===== src/hw/rtl/hlsc_pkg.sv =====
// Shared types and constants for the heater load shed controller.
// Holds the configuration record, datapath command struct, reason codes and field widths.
// No dependencies.
package hlsc_pkg;

    // Register indexes on the configuration port
    localparam logic [2:0] REG_LINK_TIMEOUT = 3'd0;
    localparam logic [2:0] REG_BAT_LIMIT    = 3'd1;
    localparam logic [2:0] REG_INV_LIMIT    = 3'd2;
    localparam logic [2:0] REG_HEATER_W     = 3'd3;
    localparam logic [2:0] REG_WARMUP       = 3'd4;
    localparam logic [2:0] REG_DRIVE_HIGH   = 3'd5;

    // Reason codes
    localparam logic [2:0] RSN_INIT     = 3'd0;
    localparam logic [2:0] RSN_CMD_ON   = 3'd1;
    localparam logic [2:0] RSN_CMD_OFF  = 3'd2;
    localparam logic [2:0] RSN_BATTERY  = 3'd3;
    localparam logic [2:0] RSN_SAFETY   = 3'd4;
    localparam logic [2:0] RSN_WARMUP   = 3'd5;

    // Register reset values
    localparam logic [15:0] RST_LINK_TIMEOUT = 16'd30;
    localparam logic [13:0] RST_BAT_LIMIT    = 14'd0;
    localparam logic [15:0] RST_INV_LIMIT    = 16'd0;
    localparam logic [15:0] RST_HEATER_W     = 16'd1150;
    localparam logic [15:0] RST_WARMUP       = 16'd180;

    // Fixed arithmetic constants
    localparam logic [9:0]  MS_PER_S       = 10'd1000;
    localparam logic [13:0] MIN_CENTIVOLTS = 14'd100;
    localparam logic [13:0] DEF_CENTIVOLTS = 14'd2500;
    localparam logic [12:0] POWER_SCALE    = 13'd5000;

    // Stream payload widths
    localparam int IN_TDATA_W  = 120;
    localparam int OUT_TDATA_W = 8;
    localparam int CFG_IDX_W   = 3;
    localparam int CFG_DATA_W  = 16;

    typedef struct packed {
        logic [15:0] link_timeout_s;
        logic [13:0] bat_limit_da;
        logic [15:0] inv_limit_w;
        logic [15:0] heater_w;
        logic [15:0] warmup_len_s;
        logic        drive_high;
    } t_cfg;

    // One-hot step strobes from the controller to the datapath
    typedef struct packed {
        logic load;    // capture an input transfer
        logic prep;    // sums, powers, time differences
        logic mult;    // headroom products and time compares
        logic cmp;     // headroom pass/fail
        logic commit;  // update state and load the result register
    } t_dp_cmd;

endpackage


===== src/hw/rtl/hlsc_cfg.sv =====
// Configuration register file of the heater load shed controller.
// Depends on hlsc_pkg for register indexes, reset values and the t_cfg record.
module hlsc_cfg import hlsc_pkg::*; (
    input  logic                  i_clk,
    input  logic                  i_rst_n,
    input  logic                  i_cfg_we,
    input  logic [CFG_IDX_W-1:0]  i_cfg_idx,
    input  logic [CFG_DATA_W-1:0] i_cfg_data,
    output t_cfg                  o_cfg
);

    t_cfg r_cfg;

    // Write the addressed register, ignore unknown indexes
    always_ff @(posedge i_clk) begin
        if (!i_rst_n) begin
            r_cfg.link_timeout_s <= RST_LINK_TIMEOUT;
            r_cfg.bat_limit_da   <= RST_BAT_LIMIT;
            r_cfg.inv_limit_w    <= RST_INV_LIMIT;
            r_cfg.heater_w       <= RST_HEATER_W;
            r_cfg.warmup_len_s   <= RST_WARMUP;
            r_cfg.drive_high     <= 1'b1;
        end else if (i_cfg_we) begin
            unique case (i_cfg_idx)
                REG_LINK_TIMEOUT: r_cfg.link_timeout_s <= i_cfg_data;
                REG_BAT_LIMIT:    r_cfg.bat_limit_da   <= i_cfg_data[13:0];
                REG_INV_LIMIT:    r_cfg.inv_limit_w    <= i_cfg_data;
                REG_HEATER_W:     r_cfg.heater_w       <= i_cfg_data;
                REG_WARMUP:       r_cfg.warmup_len_s   <= i_cfg_data;
                REG_DRIVE_HIGH:   r_cfg.drive_high     <= i_cfg_data[0];
                default: ;
            endcase
        end
    end

    assign o_cfg = r_cfg;

endmodule


===== src/hw/rtl/hlsc_ctrl.sv =====
// Sequencer of the heater load shed controller: steps one tick through the datapath.
// Owns the input ready and the result valid flag. Depends on hlsc_pkg.
module hlsc_ctrl import hlsc_pkg::*; (
    input  logic    i_clk,
    input  logic    i_rst_n,
    input  logic    i_in_valid,
    output logic    o_in_ready,
    input  logic    i_out_ready,
    output logic    o_out_valid,
    output t_dp_cmd o_cmd
);

    localparam logic [2:0] S_IDLE   = 3'd0;
    localparam logic [2:0] S_PREP   = 3'd1;
    localparam logic [2:0] S_MULT   = 3'd2;
    localparam logic [2:0] S_CMP    = 3'd3;
    localparam logic [2:0] S_COMMIT = 3'd4;

    logic [2:0] r_state;
    logic [2:0] n_state;
    logic       r_out_valid;
    logic       n_out_valid;
    logic       w_load;
    logic       w_commit;

    assign w_load   = (r_state == S_IDLE) && i_in_valid;
    // Commit only when the result register is free or being drained
    assign w_commit = (r_state == S_COMMIT) && (!r_out_valid || i_out_ready);

    // Advance through the steps, hold in commit while the output is full
    always_comb begin
        n_state = r_state;
        unique case (r_state)
            S_IDLE:   if (i_in_valid) n_state = S_PREP;
            S_PREP:   n_state = S_MULT;
            S_MULT:   n_state = S_CMP;
            S_CMP:    n_state = S_COMMIT;
            S_COMMIT: if (w_commit) n_state = S_IDLE;
            default:  n_state = S_IDLE;
        endcase
    end

    // Result valid: set on commit, drop on transfer
    always_comb begin
        n_out_valid = r_out_valid;
        if (w_commit)
            n_out_valid = 1'b1;
        else if (i_out_ready)
            n_out_valid = 1'b0;
    end

    always_ff @(posedge i_clk) begin
        if (!i_rst_n) begin
            r_state     <= S_IDLE;
            r_out_valid <= 1'b0;
        end else begin
            r_state     <= n_state;
            r_out_valid <= n_out_valid;
        end
    end

    assign o_in_ready  = (r_state == S_IDLE);
    assign o_out_valid = r_out_valid;

    assign o_cmd.load   = w_load;
    assign o_cmd.prep   = (r_state == S_PREP);
    assign o_cmd.mult   = (r_state == S_MULT);
    assign o_cmd.cmp    = (r_state == S_CMP);
    assign o_cmd.commit = w_commit;

endmodule


===== src/hw/rtl/hlsc_dp.sv =====
// Datapath of the heater load shed controller: headroom arithmetic, heater state,
// warmup timer and the result register. Depends on hlsc_pkg.
module hlsc_dp import hlsc_pkg::*; (
    input  logic                   i_clk,
    input  logic                   i_rst_n,
    input  t_dp_cmd                i_cmd,
    input  t_cfg                   i_cfg,
    input  logic [IN_TDATA_W-1:0]  i_in_data,
    output logic [OUT_TDATA_W-1:0] o_out_data
);

    // Captured input fields
    logic [31:0]        r_now;
    logic [31:0]        r_last;
    logic               r_req1;
    logic               r_req2;
    logic               r_bat_ok;
    logic [13:0]        r_cv;
    logic signed [14:0] r_cur;
    logic               r_inv_ok;
    logic [15:0]        r_va;

    // Persistent state
    logic [1:0]  r_heater_on;
    logic [2:0]  r_reason;
    logic        r_warm_run;
    logic [31:0] r_warm_begin;

    // Prep stage
    logic [17:0]        r_p_hi;
    logic [17:0]        r_p_lo;
    logic signed [18:0] r_spare;
    logic [13:0]        r_v_eff;
    logic [31:0]        r_diff_link;
    logic [31:0]        r_diff_warm;
    logic [25:0]        r_link_ms;
    logic [25:0]        r_warm_ms;

    // Multiply stage
    logic signed [33:0] r_bat_prod;
    logic [30:0]        r_need_hi;
    logic [30:0]        r_need_lo;
    logic signed [16:0] r_inv_spare;
    logic               r_timeout;
    logic               r_warm_ge;
    logic               r_warm_zero;

    // Compare stage
    logic r_ok_hi;
    logic r_ok_lo;

    logic [OUT_TDATA_W-1:0] r_out;

    logic [1:0]         w_running;
    logic signed [18:0] w_cur5;
    logic               w_bat_en;
    logic               w_inv_en;
    logic               w_bat_fail_hi;
    logic               w_bat_fail_lo;
    logic               w_inv_fail_hi;
    logic               w_inv_fail_lo;

    logic       n_any;
    logic       n_start;
    logic       n_run;
    logic       n_expired;
    logic [1:0] n_allowed;
    logic       n_t1;
    logic       n_t2;
    logic [1:0] n_heater_on;
    logic [2:0] n_reason;
    logic       n_flip;

    assign w_running = {1'b0, r_heater_on[0]} + {1'b0, r_heater_on[1]};
    assign w_cur5    = 19'(r_cur) * 19'sd5;

    // Capture the input transfer
    always_ff @(posedge i_clk) begin
        if (i_cmd.load) begin
            r_now    <= i_in_data[31:0];
            r_last   <= i_in_data[63:32];
            r_req1   <= i_in_data[64];
            r_req2   <= i_in_data[65];
            r_bat_ok <= i_in_data[66];
            r_cv     <= i_in_data[80:67];
            r_cur    <= $signed(i_in_data[95:81]);
            r_inv_ok <= i_in_data[96];
            r_va     <= i_in_data[112:97];
        end
    end

    // Prep: candidate powers, battery spare current, effective voltage, time deltas
    always_ff @(posedge i_clk) begin
        if (i_cmd.prep) begin
            r_p_hi      <= 18'(i_cfg.heater_w * ({1'b0, w_running} + 3'd1));
            r_p_lo      <= 18'(i_cfg.heater_w * w_running);
            r_spare     <= $signed({3'b000, i_cfg.bat_limit_da, 2'b00}) - w_cur5;
            r_v_eff     <= (r_cv < MIN_CENTIVOLTS) ? DEF_CENTIVOLTS : r_cv;
            r_diff_link <= r_now - r_last;
            r_diff_warm <= r_now - r_warm_begin;
            r_link_ms   <= 26'(i_cfg.link_timeout_s * MS_PER_S);
            r_warm_ms   <= 26'(i_cfg.warmup_len_s * MS_PER_S);
        end
    end

    // Multiply: battery headroom products, inverter spare, time compares
    always_ff @(posedge i_clk) begin
        if (i_cmd.mult) begin
            r_bat_prod  <= 34'(r_spare) * $signed({20'd0, r_v_eff});
            r_need_hi   <= 31'(r_p_hi * POWER_SCALE);
            r_need_lo   <= 31'(r_p_lo * POWER_SCALE);
            r_inv_spare <= $signed({1'b0, i_cfg.inv_limit_w}) - $signed({1'b0, r_va});
            r_timeout   <= r_diff_link > {6'd0, r_link_ms};
            r_warm_ge   <= r_diff_warm >= {6'd0, r_warm_ms};
            r_warm_zero <= (r_warm_ms == 26'd0);
        end
    end

    assign w_bat_en      = r_bat_ok && (i_cfg.bat_limit_da != 14'd0);
    assign w_inv_en      = r_inv_ok && (i_cfg.inv_limit_w != 16'd0);
    assign w_bat_fail_hi = r_bat_prod < $signed({3'b000, r_need_hi});
    assign w_bat_fail_lo = r_bat_prod < $signed({3'b000, r_need_lo});
    assign w_inv_fail_hi = 19'(r_inv_spare) < $signed({1'b0, r_p_hi});
    assign w_inv_fail_lo = 19'(r_inv_spare) < $signed({1'b0, r_p_lo});

    // Compare: pass/fail for one more heater and for the running count
    always_ff @(posedge i_clk) begin
        if (i_cmd.cmp) begin
            r_ok_hi <= !(w_bat_en && w_bat_fail_hi) && !(w_inv_en && w_inv_fail_hi);
            r_ok_lo <= !(w_bat_en && w_bat_fail_lo) && !(w_inv_en && w_inv_fail_lo);
        end
    end

    // Decide heater grants, warmup and reason
    always_comb begin
        n_any     = r_req1 || r_req2;
        n_start   = n_any && !r_warm_run && (r_heater_on == 2'b00);
        n_expired = n_start ? r_warm_zero : r_warm_ge;
        n_run     = (n_start || r_warm_run) && n_any && !n_expired;

        priority if (r_ok_hi)
            n_allowed = w_running + 2'd1;
        else if ((w_running != 2'd0) && r_ok_lo)
            n_allowed = w_running;
        else
            n_allowed = 2'd0;

        n_t1 = r_req1 && (n_allowed >= 2'd1);
        n_t2 = r_req2 && (n_allowed >= 2'd2);

        priority if (n_run) begin
            n_t1     = r_req1;
            n_t2     = r_req2;
            n_reason = RSN_WARMUP;
        end else if (r_req1 && !n_t1) begin
            n_reason = RSN_BATTERY;
        end else if (r_req2 && !n_t2 && n_t1) begin
            n_reason = RSN_BATTERY;
        end else if (n_t1 || n_t2) begin
            n_reason = RSN_CMD_ON;
        end else begin
            n_reason = RSN_CMD_OFF;
        end

        n_heater_on = {n_t2, n_t1};
        if (r_timeout) begin
            n_heater_on = 2'b11;
            n_reason    = RSN_SAFETY;
        end
        n_flip = !i_cfg.drive_high;
    end

    // Commit state; warmup is left alone on link timeout
    always_ff @(posedge i_clk) begin
        if (!i_rst_n) begin
            r_heater_on  <= 2'b11;
            r_reason     <= RSN_INIT;
            r_warm_run   <= 1'b0;
            r_warm_begin <= 32'd0;
        end else if (i_cmd.commit) begin
            r_heater_on <= n_heater_on;
            r_reason    <= n_reason;
            if (!r_timeout) begin
                r_warm_run <= n_run;
                if (n_start)
                    r_warm_begin <= r_now;
            end
        end
    end

    // Load the result register
    always_ff @(posedge i_clk) begin
        if (i_cmd.commit) begin
            r_out <= {1'b0, n_reason,
                      !n_heater_on[1] ^ n_flip, !n_heater_on[0] ^ n_flip,
                      n_heater_on[1], n_heater_on[0]};
        end
    end

    assign o_out_data = r_out;

endmodule


===== src/hw/rtl/heater_load_shed_controller.sv =====
// Heater load shed controller: one result per control tick.
// Steps: capture on input transfer, then prep, multiply, compare, and commit into the
// result register. The single stepping sequencer takes no new tick until the current
// one commits, and commit waits while the result register is not drained.
// Reset (i_rst_n low, synchronous): registers to defaults, both heaters on, reason init.
// Depends on hlsc_pkg, hlsc_cfg, hlsc_ctrl, hlsc_dp.
module heater_load_shed_controller import hlsc_pkg::*; (
    input  logic                   i_clk,
    input  logic                   i_rst_n,
    // Configuration write port
    input  logic                   i_cfg_we,
    input  logic [CFG_IDX_W-1:0]   i_cfg_idx,
    input  logic [CFG_DATA_W-1:0]  i_cfg_data,
    // Input ticks
    input  logic                   s_axis_tvalid,
    output logic                   s_axis_tready,
    // [31:0] now_ms, [63:32] last_msg_ms, [64] request_one, [65] request_two,
    // [66] battery_valid, [80:67] battery_centivolts, [95:81] discharge_deciamps,
    // [96] inverter_valid, [112:97] inverter_va, [119:113] zero
    input  logic [IN_TDATA_W-1:0]  s_axis_tdata,
    // Results
    output logic                   m_axis_tvalid,
    input  logic                   m_axis_tready,
    // [0] heat_one, [1] heat_two, [2] drive_one, [3] drive_two, [6:4] reason_code, [7] zero
    output logic [OUT_TDATA_W-1:0] m_axis_tdata
);

    t_cfg    w_cfg;
    t_dp_cmd w_cmd;

    hlsc_cfg u_cfg (
        .i_clk      (i_clk),
        .i_rst_n    (i_rst_n),
        .i_cfg_we   (i_cfg_we),
        .i_cfg_idx  (i_cfg_idx),
        .i_cfg_data (i_cfg_data),
        .o_cfg      (w_cfg)
    );

    hlsc_ctrl u_ctrl (
        .i_clk       (i_clk),
        .i_rst_n     (i_rst_n),
        .i_in_valid  (s_axis_tvalid),
        .o_in_ready  (s_axis_tready),
        .i_out_ready (m_axis_tready),
        .o_out_valid (m_axis_tvalid),
        .o_cmd       (w_cmd)
    );

    hlsc_dp u_dp (
        .i_clk      (i_clk),
        .i_rst_n    (i_rst_n),
        .i_cmd      (w_cmd),
        .i_cfg      (w_cfg),
        .i_in_data  (s_axis_tdata),
        .o_out_data (m_axis_tdata)
    );

endmodule


===== config.mk =====
export PLATFORM = sky130hd
export DESIGN_NAME = heater_load_shed_controller
export DESIGN_NICKNAME = d
export VERILOG_FILES = /design/src/hw/rtl/hlsc_pkg.sv /design/src/hw/rtl/hlsc_cfg.sv /design/src/hw/rtl/hlsc_ctrl.sv /design/src/hw/rtl/hlsc_dp.sv /design/src/hw/rtl/heater_load_shed_controller.sv
export SDC_FILE = /design/constraint.sdc
export NUM_CORES = 2
export LEC_CHECK = 0
export BUFFER_PORTS_ARGS = -buffer_cell sky130_fd_sc_hd__buf_2
export CORE_UTILIZATION = 52
export CTS_CLUSTER_SIZE = 14
export DETAILED_ROUTE_END_ITERATION = 8
export PLACE_DENSITY = 0.69
export SETUP_SLACK_MARGIN = 0.1
export SLEW_MARGIN = 20
export SYNTH_ARGS = -nofsm -noshare
export SYNTH_HDL_FRONTEND = slang
export SYNTH_SLANG_ARGS = --single-unit

===== constraint.sdc =====
create_clock -name i_clk -period 20.1 [get_ports i_clk]
set_clock_uncertainty 0.1 [all_clocks]
set_input_delay 2.01 -clock i_clk [delete_from_list [all_inputs] [get_ports i_clk]]
set_output_delay 2.01 -clock i_clk [all_outputs]
set_load 0.1 [all_outputs]

* Yosys cells after proc, flatten, opt, wreduce, memory -nomap -nowiden
Index checks and enable logic that the tools add are counted.
** Storage, ports and cells
- Logic and storage cells :: 147
- Output and inout bits :: 10
- Register bits :: 529
- Input port bits :: 144
** Operators by class
- Add/subtract/negate cells :: 7
- Mux-type cells :: 15
- $mul :: 8
- Reduce and logical (&&, ||, !) cells :: 54
- Equal/unequal tests :: 11
- Bitwise gates (word level) :: 3
- $lt $le $gt $ge :: 9
** Operators by type and width (count)
- < comparator 34 x 32 -> 1 bit :: 2
- subtractor 32 bit :: 2
- multiplier 18 x 10 -> 28 bit, second input constant :: 2
- multiplier 16 x 7 -> 23 bit, second input constant :: 2
- < comparator 17 x 19 -> 1 bit :: 2
- multiplier 19 x 15 -> 34 bit :: 1
- >= comparator 32 x 26 -> 1 bit :: 1
- greater-than comparator 32 x 26 -> 1 bit :: 1
- logical NOT 26 bit :: 1
- logical AND 1 bit :: 20
- multiplier 15 x 4 -> 19 bit, second input constant :: 1
- subtractor 17 x 19 -> 19 bit :: 1
- multiplier 16 x 18 -> 18 bit :: 1
- multiplier 16 x 2 -> 18 bit :: 1
- subtractor 16 x 16 -> 17 bit :: 1
- AND reduction 2 bit :: 8
- nonzero test 16 bit :: 1
- one-hot mux 3 bit (5 select lines) :: 1
- < comparator 14 x 7 -> 1 bit, second input constant :: 1
- nonzero test 14 bit :: 1
- == test 3 x 2 -> 1 bit, second input constant :: 4
- logical NOT 1 bit :: 12
- 2-to-1 mux 3 bit :: 4
- == test 3 bit, second input constant :: 3
- other kinds (18) :: 33

* Depth between registers and ports, before layout
- Word-level depth :: 13
- Depth in mapped cells :: 23
- Depth with buffers taken out :: 22

* Cells and area by module
Synthesis repeated with hierarchy kept, for this count alone.
** Second synthesis, totals
- Cells, all modules :: 4703
- Area, all modules :: 48362.6 µm²
** By module, submodules not included
- hlsc_dp :: instances 1, seq. area each 12952.4 µm², area an instance 45129.5 µm², cells each 4389
- hlsc_cfg :: instances 1, seq. area each 1581.5 µm², area an instance 3009.1 µm², cells each 291
- hlsc_ctrl :: instances 1, seq. area each 80.1 µm², area an instance 224.0 µm², cells each 23

* Least setup slack after synthesis
Ideal clock, no wire load.
- Path type :: reg2reg
- Start point :: register u_ctrl.r_state[0]
- End point :: register u_dp.r_diff_link[0], enable pin
- Data arrival time :: 13.416 ns
- Setup slack :: 5.607 ns
- Cell stages (with the launch flop) :: 2
- Data required time :: 19.023 ns
- Path buffers :: 0
- Clock period less this slack :: 14.493 ns
- Library setup time :: 0.977 ns
- Cell sequence :: dfxtp_1 nor3b_1
** On the way
- Cells in the longest elaborated chain, start to end :: 1
** Ends and longest elaborated chain
- start: declaration :: line hlsc_ctrl.sv:19 : logic [2:0] r_state;
- start signal: assignment :: line hlsc_ctrl.sv:57 : r_state <= n_state;
- == test 3 x 1 -> 1 bit :: line hlsc_ctrl.sv:66 : assign o_cmd.prep = (r_state == S_PREP);
- end signal: assignment :: line hlsc_dp.sv:99 : r_diff_link <= r_now - r_last;
- end: declaration :: line hlsc_dp.sv:34 : logic [31:0] r_diff_link;
No other way between the ends.
A chain may end at the register's enable or synchronous reset.

* Worst setup path after layout
- Start point :: register u_dp.r_v_eff[1]
- End point :: register u_dp.r_bat_prod[32], data pin
** On the way
- Cells in the longest elaborated chain, start to end :: 1
** Ends and longest elaborated chain
- start: declaration :: line hlsc_dp.sv:33 : logic [13:0] r_v_eff;
- start signal: assignment :: line hlsc_dp.sv:98 : r_v_eff <= (r_cv < MIN_CENTIVOLTS) ? DEF_CENTIVOLTS : r_cv;
- multiplier 19 x 15 -> 34 bit :: line hlsc_dp.sv:109 : r_bat_prod <= 34'(r_spare) * $signed({20'd0, r_v_eff});
- end signal: assignment :: line hlsc_dp.sv:109
- end: declaration :: line hlsc_dp.sv:40 : logic signed [33:0] r_bat_prod;
No other way between the ends.

==> impl_metrics.csv <==
group,metric,value,unit
cts,insertion_delay,0.70,ns
sta,fin_setup_tns,0,ns
yosys,synth_seq_cells,526,
route,ant_nets,0,
cts,cts_num_sinks,526,
sta,fmax,138.9,MHz
sta,hold_violations,0,
status,status,"finished, final reports clean",
worst_setup_path,r2r_cells,20,
yosys,synth_cells,4843,
worst_setup_path,required,20.44,ns
worst_setup_path,r2r-start,"u_dp.r_v_eff[1]$_SDFFCE_PN0P_",
route,wl_per_cell,16.58,um
route,route.detailed.drc,0,
route,viasPerCell,5.276,
floorplan,die_y,307.7,um
final_layout,area_delta_synth_final,8.523,%
cts,cts_resized,0,
final_layout,multi_input_area,30020,um^2
sta,finalWorstSetupSlack,12.90,ns
floorplan,ios,154,
final_layout,nets,6222,
worst_hold_path,hp-start,"u_dp.r_cv[10]$_DFFE_PP_",
floorplan,core_area,92080,um^2
sta,slew_headroom,23.11,%
grt,gr-total-overflow,0,
grt,grtUsageTotal,22.89,%
final_layout,drive_gt1_share,5.673,%
worst_setup_path,path_cells,"nand2_1 > fa_1 > fa_1 > inv_1 > fa_1 > fa_1 > fa_1 > inv_1 > fa_1 > inv_1 > ha_1 > a21oi_1 > nor2b_1 > o21a_1 > o21ai_0 > nand2b_1 > a211oi_1 > o21ai_0 > a21oi_1 > xnor2_1",
yosys,syn_nets,6092,
sta,finalMaxSlewViolations,0,
worst_setup_path,start_kind,"register",
cts,hold_buffers,0,
cts,clock_tree.buffer_depth,3,
cts,h-tree-depth,2,
grt,grt_pass1_vias,33930,
yosys,syn_avg_cell_area,10.04,um^2
cts,cts_buffers,60,
place,gp_congestion,0.8744,
worst_hold_path,min_path_type,"reg -> reg",
place,dpl_worst_slack,12.88,ns
worst_setup_path,cp_max_fo,18,
yosys,ys_seq_area_share,30.07,%
sta,fin_crit_sh,35.82,%
worst_setup_path,cp-end-kind,"register",
final_layout,final_area,52750,um^2
yosys,synthTopCellsByCount,"inv_1 (974), ha_1 (629), fa_1 (476)",
yosys,synth.most_common_cell,"inv_1",
yosys,synthFlopType,"edfxtp_1",
route,routed_wl,103900,um
final_layout,seqCellArea,14610,um^2
worst_hold_path,min_to,"u_dp.r_v_eff[10]$_SDFFCE_PN0P_",
route,drtPass1Iterations,5,
job,drv_cap,0,
cts,cts.clk_slew.worst_paths,0.06,ns
grt,grt_first_pass_wirelength,172200,um
yosys,yosysTopAreaCellShare,25.21,%
sta,rsz0062_at_grt,"no",
floorplan,initial_utilization,52.79,%
worst_setup_path,arrival,7.54,ns
place,placedInstanceArea,50660,um^2
cts,cts_setup_buffers,0,
place,dp_hpwl,83140,um
yosys,syn_area,48610,um^2
route,drtIter0Drc,1782,
floorplan,rows,111,
grt,grt_antenna_before_repair,5,
yosys,synth_edf_count,408,
worst_setup_path,max_stage_delay,0.75,ns
floorplan,die-width,307.7,um
final_layout,fin_util,57.29,%
cts,cts_tree,"done",
final_layout,fillerInstances,7954,
yosys,synth_area_leader_cell,"edfxtp_1",
cts,cts_root_buf,"clkbuf_16",
yosys,synth.distinct_cells,82,
yosys,synth_warnings,0,
worst_setup_path,crit_top_cell,"fa_1",
yosys,async_reset_ff_share,0,%
place,port_buffers,145,
sta,min_period,7.200,ns
floorplan,dieArea,94700,um^2
worst_setup_path,slowest_stage,"edfxtp_1",
worst_setup_path,setup.worst_path.class,"reg -> reg",
grt,grt_max_degree,180,
worst_hold_path,hold_path_depth,0,
worst_setup_path,reg2reg_to,"u_dp.r_bat_prod[32]$_DFFE_PP_",
route,dr_total_vias,33070,
worst_setup_path,r2r_setup_slack,12.90,ns
sta,worst_pin_slew,1.153,ns
sta,finalSetupViolations,0,
yosys,synth_area_leaders,"edfxtp_1 (25%), fa_1 (20%), ha_1 (16%)",
## worst max path at each step
| stage | startpoint | endpoint | slack (ns) | depth (start not counted) |
|---|---|---|---|---|
| 2_1_floorplan | u_ctrl.r_state[0]$_SDFFE_PN0P_ | u_dp.r_diff_link[0]$_DFFE_PP_ | 5.61 | 1 |
| 3_3_place_gp | u_dp.r_v_eff[1]$_SDFFCE_PN0P_ | u_dp.r_bat_prod[32]$_DFFE_PP_ | 12.98 | 20 |
| 3_5_place_dp | u_dp.r_v_eff[1]$_SDFFCE_PN0P_ | u_dp.r_bat_prod[32]$_DFFE_PP_ | 12.88 | 20 |
| 4_1_cts | u_dp.r_v_eff[1]$_SDFFCE_PN0P_ | u_dp.r_bat_prod[32]$_DFFE_PP_ | 12.91 | 20 |
| 5_1_grt | u_dp.r_v_eff[1]$_SDFFCE_PN0P_ | u_dp.r_bat_prod[32]$_DFFE_PP_ | 12.42 | 20 |
| 6_report | u_dp.r_v_eff[1]$_SDFFCE_PN0P_ | u_dp.r_bat_prod[32]$_DFFE_PP_ | 12.90 | 20 |
## cell type report
class	count	share of cell area (%)
antenna	1	0.004744
clock buffer	78	3.152
clock inverter	35	0.8017
inverter	974	6.931
multi-input combinational	3255	56.90
sequential	526	27.70
tap	1243	2.948
timing repair buffer	156	1.556
## layout by cell type, fill, tap and decap left out, types with 98 or more instances in the layout
master and count:
xnor2_1 164, a21o_1 98, inv_1 974, a21boi_0 100, ha_1 629, buf_2 145
and2_1 198, o21ai_0 116, nand2_1 475, dfxtp_1 118, fa_1 476, nor2_1 173
a21oi_1 186, edfxtp_1 408
## cell families after synthesis
group / Yosys count / share of synthesized area, %
flops: 526 / 30.07
buf+inv: 1062 / 8.222
fa+ha+maj: 1105 / 35.80
compound gates: 735 / 10.19
other cells: 1 / 0.007715
simple gates: 1202 / 11.89
mux: 4 / 0.08238
xor+xnor: 208 / 3.748
## sequential cells by signal, summed over array words and instances (netlist names), 19 cells and up
signal             flops
u_cfg.o_cfg           79
u_dp.r_bat_prod       31
u_dp.r_spare          19
u_dp.r_warm_begin     32
u_dp.r_link_ms        23
u_dp.r_last           32
u_dp.r_warm_ms        23
u_dp.r_now            32
u_dp.r_diff_link      32
u_dp.r_diff_warm      32
u_dp.r_need_lo        28
u_dp.r_need_hi        28
## per-stage QoR
stage          hold slack, ns  std cells
6_report               0.3496       6268
4_1_cts                0.3539       6267
5_1_grt                0.3581       6267
3_3_place_gp           0.3314       6154
3_5_place_dp           0.3395       6154
2_1_floorplan          0.3435       4843
## worst max-delay path: cells and delay by family (launching register included)
kind                     cells  cell delay (ns)
AND/OR/NAND/NOR              3             0.41
AO/OA/AOI/OAI                6             1.40
XOR/XNOR                     1             0.11
flip-flops                   1             0.75
buffers and inverters        3             0.36
adder cells (fa/ha/maj)      7             3.86
## layer usage
layer  wire [um]  vias up  GRT usage [%]
met4        3514        6          7.914
met5          32        -              0
li1            -    16200              -
met1       44940    16190          28.98
met3        3855      152          2.588
met2       51590      523          40.40
Power is not shown: default switching activity piles up to over one toggle a cycle in this logic, so the estimate is an artifact.
